**config.mk**
```make
export PLATFORM = sky130hd
export DESIGN_NAME = run_time_profiler_histogram_unit
export DESIGN_NICKNAME = d
export VERILOG_FILES = /design/src/hw/rtl/rtph_pkg.sv /design/src/hw/rtl/run_time_profiler_histogram_unit.sv /design/src/hw/rtl/rtph_ram.sv /design/src/hw/rtl/rtph_ctrl.sv /design/src/hw/rtl/rtph_dp.sv
export SDC_FILE = /design/constraint.sdc
export NUM_CORES = 2
export LEC_CHECK = 0
export BUFFER_PORTS_ARGS = -buffer_cell sky130_fd_sc_hd__buf_2
export CAP_MARGIN = 10
export CORE_MARGIN = 2
export CORE_UTILIZATION = 40
export DETAILED_ROUTE_END_ITERATION = 6
export PLACE_DENSITY_LB_ADDON = 0.25
export SLEW_MARGIN = 15
export SYNTH_ARGS = -nofsm -noshare
export SYNTH_HDL_FRONTEND = slang
export SYNTH_SLANG_ARGS = --single-unit
```
**constraint.sdc**
```tcl
create_clock -name clk -period 12.5 [get_ports clk]
set_input_delay 1.875 -clock clk [delete_from_list [all_inputs] [get_ports clk]]
set_output_delay 1.875 -clock clk [all_outputs]
set_load 0.01 [all_outputs]
```
**src/hw/rtl/rtph_pkg.sv**
```systemverilog
`default_nettype none
// ----------------------------------------------------------------------------
// rtph_pkg
// shared types and constants of the run-time profiler histogram unit
// ----------------------------------------------------------------------------
package rtph_pkg;

	// field widths of the stream items
	localparam int unsigned CMD_W       = 2;
	localparam int unsigned STAMP_W     = 32;
	localparam int unsigned RIDX_W      = 4;
	localparam int unsigned TIME_W      = 32;
	localparam int unsigned SUM_W       = 64;
	localparam int unsigned CNT_W       = 32;
	localparam int unsigned BIDX_W      = 4;
	localparam int unsigned USED_W      = 5;
	localparam int unsigned IN_TDATA_W  = 72;
	localparam int unsigned OUT_TDATA_W = 240;
	localparam int unsigned ENTRY_W     = TIME_W + CNT_W;

	// command codes
	typedef enum logic [CMD_W-1:0] {
		CMD_RECORD = 2'd0,
		CMD_READ   = 2'd1,
		CMD_CLEAR  = 2'd2
	} cmd_t;

	// controller states
	typedef enum logic [3:0] {
		ST_IDLE,
		ST_STATS,
		ST_SEARCH,
		ST_COMPARE,
		ST_HIT,
		ST_NEW,
		ST_DROP,
		ST_READ,
		ST_READ_DATA,
		ST_CLEAR,
		ST_ZERO,
		ST_FINISH
	} state_t;

	// bin store read address source
	typedef enum logic [1:0] {
		RD_IDX,
		RD_IDX_NEXT,
		RD_RIDX
	} rd_sel_t;

	// bin fields of the result
	typedef enum logic [2:0] {
		RES_HIT,
		RES_NEW,
		RES_DROP,
		RES_READ_HIT,
		RES_READ_MISS,
		RES_ZERO
	} res_sel_t;

	// commands from controller to datapath
	typedef struct packed {
		logic     latch;
		logic     stats_upd;
		logic     idx_clr;
		logic     idx_inc;
		logic     rd_en;
		rd_sel_t  rd_sel;
		logic     wr_en;
		logic     wr_new;
		logic     res_ld;
		res_sel_t res_sel;
		logic     clear;
		logic     out_ld;
	} ctl_t;

	// status from datapath to controller
	typedef struct packed {
		logic fill_nz;
		logic room;
		logic next_lt_fill;
		logic match;
		logic ridx_ok;
		logic out_busy;
	} sts_t;

endpackage
`default_nettype wire

```
**src/hw/rtl/run_time_profiler_histogram_unit.sv**
```systemverilog
`default_nettype none
// ----------------------------------------------------------------------------
// run_time_profiler_histogram_unit
// run-time profiler with a histogram of distinct run lengths
// ----------------------------------------------------------------------------
//
// channel  dir  handshake            payload
// s_*      in   s_tvalid / s_tready  tdata: start, stop, read_index; tuser: command
// m_*      out  m_tvalid / m_tready  tdata: statistics and bin fields of the item
//
// one item is taken at a time and always gives one result item
// record: the bin search reads one bin per cycle
//   through the single read port of the bin store, stopping at the first match
// read: a filled bin is read from the bin store, an unused bin gives zero bin time and count;
//   clear and unused codes go straight to the finishing step
// the result sits in an output register, so the next item is taken while it waits;
//   only the finishing step of an item stalls while the previous result is not taken
// reset clears all statistics and the fill count; bin contents need no clearing
//
module run_time_profiler_histogram_unit #(
	parameter int unsigned BINS = 16
) (
	input  wire logic                                clk,
	input  wire logic                                arst_n,

	// input items
	input  wire logic                                s_tvalid,
	output logic                                     s_tready,
	// start_stamp[31:0], stop_stamp[63:32], read_index[67:64], zero fill
	input  wire logic [rtph_pkg::IN_TDATA_W-1:0]     s_tdata,
	// command[1:0]
	input  wire logic [rtph_pkg::CMD_W-1:0]          s_tuser,

	// result items
	output logic                                     m_tvalid,
	input  wire logic                                m_tready,
	// elapsed[31:0], total_time[95:32], run_count[127:96], min_elapsed[159:128],
	// bin_index[163:160], bin_time[195:164], bin_count[227:196],
	// bins_used[232:228], bin_dropped[233], zero fill
	output logic      [rtph_pkg::OUT_TDATA_W-1:0]    m_tdata
);

	// command and status between sequencer and datapath
	rtph_pkg::ctl_t ctl;
	rtph_pkg::sts_t sts;

	// sequencer: command decode, bin search steps, result handoff
	rtph_ctrl u_ctrl (
		.clk      (clk),
		.arst_n   (arst_n),
		.s_tvalid (s_tvalid),
		.s_tready (s_tready),
		.s_tuser  (s_tuser),
		.sts      (sts),
		.ctl      (ctl)
	);

	// datapath: statistics registers, bin store, output register
	rtph_dp #(
		.BINS (BINS)
	) u_dp (
		.clk      (clk),
		.arst_n   (arst_n),
		.ctl      (ctl),
		.sts      (sts),
		.s_tdata  (s_tdata),
		.m_tvalid (m_tvalid),
		.m_tready (m_tready),
		.m_tdata  (m_tdata)
	);

endmodule
`default_nettype wire

```
**src/hw/rtl/rtph_ram.sv**
```systemverilog
`default_nettype none
// ----------------------------------------------------------------------------
// rtph_ram
// generic single write port, single read port ram with registered read
// ----------------------------------------------------------------------------
module rtph_ram #(
	parameter int unsigned WIDTH = 64,
	parameter int unsigned DEPTH = 16,
	parameter int unsigned AW    = (DEPTH > 1) ? $clog2(DEPTH) : 1
) (
	input  wire logic             clk,
	input  wire logic             wr_en,
	input  wire logic [AW-1:0]    wr_addr,
	input  wire logic [WIDTH-1:0] wr_data,
	input  wire logic             rd_en,
	input  wire logic [AW-1:0]    rd_addr,
	output logic      [WIDTH-1:0] rd_data
);

	logic [WIDTH-1:0] mem_q [DEPTH];

	always_ff @(posedge clk) begin
		if (wr_en) begin
			mem_q[wr_addr] <= wr_data;
		end
		if (rd_en) begin
			rd_data <= mem_q[rd_addr];
		end
	end

endmodule
`default_nettype wire

```
**src/hw/rtl/rtph_ctrl.sv**
```systemverilog
`default_nettype none
// ----------------------------------------------------------------------------
// rtph_ctrl
// sequencer of the profiler: accepts items and steps the datapath
// ----------------------------------------------------------------------------
module rtph_ctrl (
	input  wire logic                 clk,
	input  wire logic                 arst_n,
	input  wire logic                 s_tvalid,
	output logic                      s_tready,
	input  wire logic [rtph_pkg::CMD_W-1:0] s_tuser,
	input  wire rtph_pkg::sts_t       sts,
	output rtph_pkg::ctl_t            ctl
);

	rtph_pkg::state_t state_q;
	rtph_pkg::state_t state_d;

	always_ff @(posedge clk or negedge arst_n) begin
		if (!arst_n) begin
			state_q <= rtph_pkg::ST_IDLE;
		end else begin
			state_q <= state_d;
		end
	end

	always_comb begin
		state_d    = state_q;
		ctl        = '0;
		ctl.rd_sel = rtph_pkg::RD_IDX;
		ctl.res_sel = rtph_pkg::RES_ZERO;
		s_tready   = 1'b0;
		case (state_q)
			rtph_pkg::ST_IDLE: begin
				s_tready = 1'b1;
				if (s_tvalid) begin
					ctl.latch = 1'b1;
					case (rtph_pkg::cmd_t'(s_tuser))
						rtph_pkg::CMD_RECORD: state_d = rtph_pkg::ST_STATS;
						rtph_pkg::CMD_READ:   state_d = rtph_pkg::ST_READ;
						rtph_pkg::CMD_CLEAR:  state_d = rtph_pkg::ST_CLEAR;
						default:              state_d = rtph_pkg::ST_ZERO;
					endcase
				end
			end
			rtph_pkg::ST_STATS: begin
				ctl.stats_upd = 1'b1;
				ctl.idx_clr   = 1'b1;
				state_d       = rtph_pkg::ST_SEARCH;
			end
			rtph_pkg::ST_SEARCH: begin
				if (sts.fill_nz) begin
					ctl.rd_en = 1'b1;
					state_d   = rtph_pkg::ST_COMPARE;
				end else if (sts.room) begin
					state_d = rtph_pkg::ST_NEW;
				end else begin
					state_d = rtph_pkg::ST_DROP;
				end
			end
			rtph_pkg::ST_COMPARE: begin
				if (sts.match) begin
					state_d = rtph_pkg::ST_HIT;
				end else if (sts.next_lt_fill) begin
					ctl.idx_inc = 1'b1;
					ctl.rd_en   = 1'b1;
					ctl.rd_sel  = rtph_pkg::RD_IDX_NEXT;
				end else if (sts.room) begin
					state_d = rtph_pkg::ST_NEW;
				end else begin
					state_d = rtph_pkg::ST_DROP;
				end
			end
			rtph_pkg::ST_HIT: begin
				ctl.wr_en   = 1'b1;
				ctl.res_ld  = 1'b1;
				ctl.res_sel = rtph_pkg::RES_HIT;
				state_d     = rtph_pkg::ST_FINISH;
			end
			rtph_pkg::ST_NEW: begin
				ctl.wr_en   = 1'b1;
				ctl.wr_new  = 1'b1;
				ctl.res_ld  = 1'b1;
				ctl.res_sel = rtph_pkg::RES_NEW;
				state_d     = rtph_pkg::ST_FINISH;
			end
			rtph_pkg::ST_DROP: begin
				ctl.res_ld  = 1'b1;
				ctl.res_sel = rtph_pkg::RES_DROP;
				state_d     = rtph_pkg::ST_FINISH;
			end
			rtph_pkg::ST_READ: begin
				if (sts.ridx_ok) begin
					ctl.rd_en  = 1'b1;
					ctl.rd_sel = rtph_pkg::RD_RIDX;
					state_d    = rtph_pkg::ST_READ_DATA;
				end else begin
					ctl.res_ld  = 1'b1;
					ctl.res_sel = rtph_pkg::RES_READ_MISS;
					state_d     = rtph_pkg::ST_FINISH;
				end
			end
			rtph_pkg::ST_READ_DATA: begin
				ctl.res_ld  = 1'b1;
				ctl.res_sel = rtph_pkg::RES_READ_HIT;
				state_d     = rtph_pkg::ST_FINISH;
			end
			rtph_pkg::ST_CLEAR: begin
				ctl.clear   = 1'b1;
				ctl.res_ld  = 1'b1;
				ctl.res_sel = rtph_pkg::RES_ZERO;
				state_d     = rtph_pkg::ST_FINISH;
			end
			rtph_pkg::ST_ZERO: begin
				ctl.res_ld  = 1'b1;
				ctl.res_sel = rtph_pkg::RES_ZERO;
				state_d     = rtph_pkg::ST_FINISH;
			end
			rtph_pkg::ST_FINISH: begin
				if (!sts.out_busy) begin
					ctl.out_ld = 1'b1;
					state_d    = rtph_pkg::ST_IDLE;
				end
			end
			default: begin
				state_d = rtph_pkg::ST_IDLE;
			end
		endcase
	end

	// every compare step sees data read in the cycle before
	a_cmp_has_data: assert property (@(posedge clk) disable iff (!arst_n)
		state_q == rtph_pkg::ST_COMPARE |-> $past(ctl.rd_en))
		else $error("compare without a preceding bin read");

	// a hit always writes back the bin it just compared
	a_hit_after_match: assert property (@(posedge clk) disable iff (!arst_n)
		state_q == rtph_pkg::ST_HIT |-> $past(state_q) == rtph_pkg::ST_COMPARE
			&& $past(sts.match))
		else $error("bin update without a match");

endmodule
`default_nettype wire

```
**src/hw/rtl/rtph_dp.sv**
```systemverilog
`default_nettype none
// ----------------------------------------------------------------------------
// rtph_dp
// datapath of the profiler: statistics, bin store, search index, result
// ----------------------------------------------------------------------------
module rtph_dp #(
	parameter int unsigned BINS = 16
) (
	input  wire logic                             clk,
	input  wire logic                             arst_n,
	input  wire rtph_pkg::ctl_t                   ctl,
	output rtph_pkg::sts_t                        sts,
	input  wire logic [rtph_pkg::IN_TDATA_W-1:0]  s_tdata,
	output logic                                  m_tvalid,
	input  wire logic                             m_tready,
	output logic      [rtph_pkg::OUT_TDATA_W-1:0] m_tdata
);

	localparam int unsigned AW = (BINS > 1) ? $clog2(BINS) : 1;
	localparam int unsigned CW = $clog2(BINS + 1);

	// latched item
	logic [rtph_pkg::TIME_W-1:0] run_q;
	logic [rtph_pkg::RIDX_W-1:0] ridx_q;

	// statistics
	logic [rtph_pkg::TIME_W-1:0] last_q;
	logic [rtph_pkg::SUM_W-1:0]  sum_q;
	logic [rtph_pkg::CNT_W-1:0]  runs_q;
	logic [rtph_pkg::TIME_W-1:0] min_q;
	logic [CW-1:0]               fill_q;

	// search
	logic [AW-1:0] idx_q;
	logic [CW:0]   idx_nxt;

	// bin store
	logic [AW-1:0]                rd_addr;
	logic [AW-1:0]                wr_addr;
	logic [rtph_pkg::ENTRY_W-1:0] wr_data;
	logic [rtph_pkg::ENTRY_W-1:0] rd_data;
	logic [rtph_pkg::TIME_W-1:0]  rd_val;
	logic [rtph_pkg::CNT_W-1:0]   rd_tally;
	logic [rtph_pkg::CNT_W-1:0]   tally_inc;

	// result bin fields
	logic [rtph_pkg::BIDX_W-1:0] res_idx_q;
	logic [rtph_pkg::TIME_W-1:0] res_time_q;
	logic [rtph_pkg::CNT_W-1:0]  res_cnt_q;
	logic                        res_drop_q;

	logic                        out_vld_q;
	logic [rtph_pkg::SUM_W:0]    sum_w;

	assign idx_nxt   = (CW + 1)'(idx_q) + (CW + 1)'(1);
	assign rd_val    = rd_data[rtph_pkg::TIME_W-1:0];
	assign rd_tally  = rd_data[rtph_pkg::ENTRY_W-1:rtph_pkg::TIME_W];
	assign tally_inc = (rd_tally == '1) ? rd_tally : rd_tally + 1'b1;
	assign sum_w     = {1'b0, sum_q} + (rtph_pkg::SUM_W + 1)'(run_q);

	always_comb begin
		case (ctl.rd_sel)
			rtph_pkg::RD_IDX:      rd_addr = idx_q;
			rtph_pkg::RD_IDX_NEXT: rd_addr = idx_nxt[AW-1:0];
			rtph_pkg::RD_RIDX:     rd_addr = AW'(ridx_q);
			default:               rd_addr = idx_q;
		endcase
	end

	assign wr_addr = ctl.wr_new ? fill_q[AW-1:0] : idx_q;
	assign wr_data = ctl.wr_new ? {rtph_pkg::CNT_W'(1), run_q} : {tally_inc, rd_val};

	rtph_ram #(
		.WIDTH (rtph_pkg::ENTRY_W),
		.DEPTH (BINS)
	) u_bins (
		.clk     (clk),
		.wr_en   (ctl.wr_en),
		.wr_addr (wr_addr),
		.wr_data (wr_data),
		.rd_en   (ctl.rd_en),
		.rd_addr (rd_addr),
		.rd_data (rd_data)
	);

	// status
	assign sts.fill_nz      = fill_q != '0;
	assign sts.room         = fill_q < CW'(BINS);
	assign sts.next_lt_fill = idx_nxt < (CW + 1)'(fill_q);
	assign sts.match        = rd_val == run_q;
	assign sts.ridx_ok      = 32'(ridx_q) < 32'(fill_q);
	assign sts.out_busy     = out_vld_q && !m_tready;

	// item latch, search index, result fields
	always_ff @(posedge clk) begin
		if (ctl.latch) begin
			run_q  <= s_tdata[63:32] - s_tdata[31:0];
			ridx_q <= s_tdata[67:64];
		end
		if (ctl.idx_clr) begin
			idx_q <= '0;
		end else if (ctl.idx_inc) begin
			idx_q <= idx_nxt[AW-1:0];
		end
		if (ctl.res_ld) begin
			res_drop_q <= (ctl.res_sel == rtph_pkg::RES_DROP);
			case (ctl.res_sel)
				rtph_pkg::RES_HIT: begin
					res_idx_q  <= rtph_pkg::BIDX_W'(idx_q);
					res_time_q <= rd_val;
					res_cnt_q  <= tally_inc;
				end
				rtph_pkg::RES_NEW: begin
					res_idx_q  <= rtph_pkg::BIDX_W'(fill_q);
					res_time_q <= run_q;
					res_cnt_q  <= rtph_pkg::CNT_W'(1);
				end
				rtph_pkg::RES_DROP: begin
					res_idx_q  <= '0;
					res_time_q <= '0;
					res_cnt_q  <= '0;
				end
				rtph_pkg::RES_READ_HIT: begin
					res_idx_q  <= ridx_q;
					res_time_q <= rd_val;
					res_cnt_q  <= rd_tally;
				end
				rtph_pkg::RES_READ_MISS: begin
					res_idx_q  <= ridx_q;
					res_time_q <= '0;
					res_cnt_q  <= '0;
				end
				default: begin
					res_idx_q  <= '0;
					res_time_q <= '0;
					res_cnt_q  <= '0;
				end
			endcase
		end
	end

	// statistics
	always_ff @(posedge clk or negedge arst_n) begin
		if (!arst_n) begin
			last_q <= '0;
			sum_q  <= '0;
			runs_q <= '0;
			min_q  <= '1;
			fill_q <= '0;
		end else if (ctl.clear) begin
			last_q <= '0;
			sum_q  <= '0;
			runs_q <= '0;
			min_q  <= '1;
			fill_q <= '0;
		end else begin
			if (ctl.stats_upd) begin
				last_q <= run_q;
				sum_q  <= sum_w[rtph_pkg::SUM_W] ? '1 : sum_w[rtph_pkg::SUM_W-1:0];
				if (runs_q != '1) begin
					runs_q <= runs_q + 1'b1;
				end
				if (run_q < min_q) begin
					min_q <= run_q;
				end
			end
			if (ctl.wr_en && ctl.wr_new) begin
				fill_q <= fill_q + 1'b1;
			end
		end
	end

	// output register
	always_ff @(posedge clk or negedge arst_n) begin
		if (!arst_n) begin
			out_vld_q <= 1'b0;
		end else if (ctl.out_ld) begin
			out_vld_q <= 1'b1;
		end else if (m_tready) begin
			out_vld_q <= 1'b0;
		end
	end

	always_ff @(posedge clk) begin
		if (ctl.out_ld) begin
			m_tdata <= {6'd0, res_drop_q, rtph_pkg::USED_W'(fill_q), res_cnt_q, res_time_q,
				res_idx_q, min_q, runs_q, sum_q, last_q};
		end
	end

	assign m_tvalid = out_vld_q;

	// a new bin is only opened while one is free
	a_new_has_room: assert property (@(posedge clk) disable iff (!arst_n)
		ctl.wr_en && ctl.wr_new |-> fill_q < CW'(BINS))
		else $error("new bin opened on a full histogram");

	// a finished result never overwrites one still waiting
	a_no_overwrite: assert property (@(posedge clk) disable iff (!arst_n)
		ctl.out_ld |-> !(out_vld_q && !m_tready))
		else $error("result overwritten while stalled");

	// after a recorded run the minimum is no larger than that run and the run count is not zero
	a_min_le_last: assert property (@(posedge clk) disable iff (!arst_n)
		ctl.stats_upd && !ctl.clear |=> min_q <= last_q && runs_q != '0)
		else $error("minimum or run count not updated");

endmodule
`default_nettype wire

```
==> impl_metrics.csv <==
group,metric,value,unit
synth,synth_edf_count,1427,
floorplanning,pin_count,320,
sta,slew_headroom,0.248,
clock_network,clockRootBuffer,"clkbuf_16",
clock_network,cts_buffers,164,
floorplanning,dieArea,169000,um^2
power,ir_worst_vdd,234,uV
routing,ant_nets,0,
worst_setup_path,crit_type,"register to register",
power,finalPower,15300,uW
routing,finalWirelength,168000,um
place,portBuffers,309,
synth,avgSynthCellArea,16.0,um^2
worst_setup_path,cp.arrival,7130,ps
worst_setup_path,path_max_fanout,67,
clock_network,clk_latency,810,ps
sta,final_hold_viol_count,0,
worst_setup_path,r2r_start,"u_dp.run_q[20]",
clock_network,cts_tree,"done",
worst_setup_path,rrSetupSlack,5860,ps
synth,ys_types,83,
clock_network,cts_resized,0,
finish,syn2layout_area_growth,14.6,%
sta,final.min_clock_period,6640,ps
synth,syn_inst,4154,
floorplanning,rows,149,
global_routing,grt_overflow,0,
synth,synth_compound_gate_area_share,0.0623,
synth,ys_seq_area_frac,0.713,
synth,synth-warning-count,0,
routing,drtPass1Iterations,7,
sta,setup_tns,0,ps
clock_network,htreeDepth,4,
place,hpwl,95600,um
synth,netlist.area_leader.share,0.647,
routing,wl_per_cell,24.5,um
global_routing,first_global_vias,37100,
worst_setup_path,critPathCaptureType,"register",
finish,antenna_cells,0,
run_status,run_status,"completed",
sta,worst_pin_slew,1120,ps
clock_network,clock-sinks,1601,
place,dpl_cell_area,70600,um^2
synth,muxShareOfSynthArea,0.0894,
global_routing,track_usage,0.197,
floorplanning,die_y,411,um
clock_network,clk_path_buf_depth,3,
synth,synth_seq_cells,1601,
sta,setup_violations,0,
min_path,min_path_cells,0,
worst_setup_path,r2r_cells,15,
finish,final_area,75900,um^2
synth,synth_top_cells_by_count,"edfxtp_1, nand2_1, mux4_2",
floorplanning,die_w,411,um
min_path,worst_hold_path.endpoint,"u_dp.m_tdata[183]",
synth,synthTopCellsByArea,"edfxtp_1, mux4_2, dfrtp_1",
global_routing,antenna_found_initial,7,
place,gp_congestion,0.882,
sta,slew_violations,0,
place,preCtsSetupSlack,5620,ps
synth,synth_largest_area_cell,"edfxtp_1",
floorplanning,start_util,0.402,
routing,vias,37700,
finish,post-route-util,0.461,
synth,ys_async_sr_fraction,0.106,
worst_setup_path,r2r-end,"u_dp.u_bins.rd_data[43]",
sta,rsz0062_at_grt,"no",
clock_network,post-cts-setup-buffers,0,
routing,drtIter0Drc,3776,
clock_network,clk_pin_slew,60,ps
synth,yosys.area_share.adder,0.0210,
synth,synth_area,66300,um^2
sta,post-route-period-util,0.531,
synth,synthXorXnorAreaFrac,0.0193,
finish,layout-drive-gt1-share,0.212,
finish,layout.nets,4700,
floorplanning,core_area,165000,um^2
synth,yosysMostFrequentCell,"edfxtp_1",
clock_network,ctsHoldBuffers,0,
sta,clock_skew,22.0,ps
run,cap_violations,0,
synth,ys.flop_type,"edfxtp_1",
power,p_leak,0.0269,uW
worst_setup_path,required,13000,ps
power,p_per_area,201,nW/um^2
global_routing,grt_max_degree,144,
worst_setup_path,cp-start-kind,"register",
synth,synth-simple-area-share,0.0764,
synth,synth_top_family_by_area,"multiplexers",
sta,setup_ws,5860,ps
min_path,min_path_type,"register to register",
sta,maxClockFrequency,151,MHz
routing,route.detailed.drc,0,
global_routing,grt_pass1_wl,246000,um
min_path,holdCritStartpoint,"u_dp.res_time_q[19]",
routing,viasPerCell,5.51,
==> layer usage <==
metal,track usage,share of wire
met1,0.277,0.44
met2,0.320,0.48
met3,0.0296,0.062
met4,0.0504,0.021
met5,0,0
==> sequential cells by signal, summed over array words and instances, names as in the netlist, 4 cells and up <==
name / flops
u_dp.u_bins.mem_q: 1024
u_dp.m_tdata: 234
u_dp.sum_q: 64
u_dp.u_bins.rd_data: 64
u_dp.last_q: 32
u_dp.min_q: 32
u_dp.res_cnt_q: 32
u_dp.res_time_q: 32
u_dp.run_q: 32
u_dp.runs_q: 32
u_dp.fill_q: 5
u_ctrl.state_q: 4
u_dp.idx_q: 4
u_dp.res_idx_q: 4
u_dp.ridx_q: 4
==> metrics by stage <==
stage | hold slack, ps | cells
floorplan | 400 | 4159
finish | 412 | 6836
detailed placement | 405 | 6535
global route | 418 | 6836
global placement | 403 | 6535
CTS | 410 | 6836
==> cell usage in the layout (no fill, tap or decap), types with 108 or more instances in the layout <==
cell type / count
nand3_1: 116
clkbuf_16: 166
buf_2: 308
nand2_1: 514
edfxtp_1: 1427
ha_1: 108
mux4_2: 256
dfrtp_1: 138
o21ai_0: 155
nor2_1: 155
==> logic make-up (layout without fill, tap and decap cells) <==
group,count (synthesis),after routing
flops,1601,1601
simple gates,1099,1099
compound gates,618,618
buf+inv,307,795
mux,272,272
xor+xnor,146,146
fa+ha+maj,110,110
other cells,1,6
==> worst max-delay path: stages, from the launching register on <==
cell and delay, ps:
edfxtp_1 580, xnor2_1 340, nand4_1 260, nor4_2 730, a211oi_1 290, nand3b_1 380, inv_1 110, ha_1 570
nand2_1 170, o21ai_4 80, buf_4 850, buf_4 970, mux4_2 410, and2_1 170, a211oi_1 270, a31oi_1 100
==> final cells by class <==
cell class	count	area [um^2]
fillers	14200	88900
flip-flops and latches	1601	47200
multi-input cells	2251	18100
clock buffers	202	4310
well taps	2189	2740
repair buffers	391	2230
clock inverters	99	987
inverters	103	387
==> worst max-delay path by stage <==
| stage | from | endpoint | slack [ps] |
|---|---|---|---|
| after detailed placement | u_dp.run_q[20] | u_dp.u_bins.rd_data[43] | 5620 |
| after global placement | u_dp.run_q[20] | u_dp.u_bins.rd_data[43] | 5690 |
| after floorplan | m_tready | u_dp.m_tdata[0] | 50 |
| final | u_dp.run_q[20] | u_dp.u_bins.rd_data[43] | 5860 |
| after global routing | u_dp.run_q[20] | u_dp.u_bins.rd_data[43] | 5590 |
| after CTS | u_dp.run_q[20] | u_dp.u_bins.rd_data[43] | 5620 |
==> report_power, final <==
part           switching, uW  leakage [uW]  internal (uW)  total [uW]
combinational           2030       0.00912           1360        3400
clock                   2090       0.00256           2730        4820
sequential               327        0.0152           6760        7090
Power figures use the tool's default switching activity.
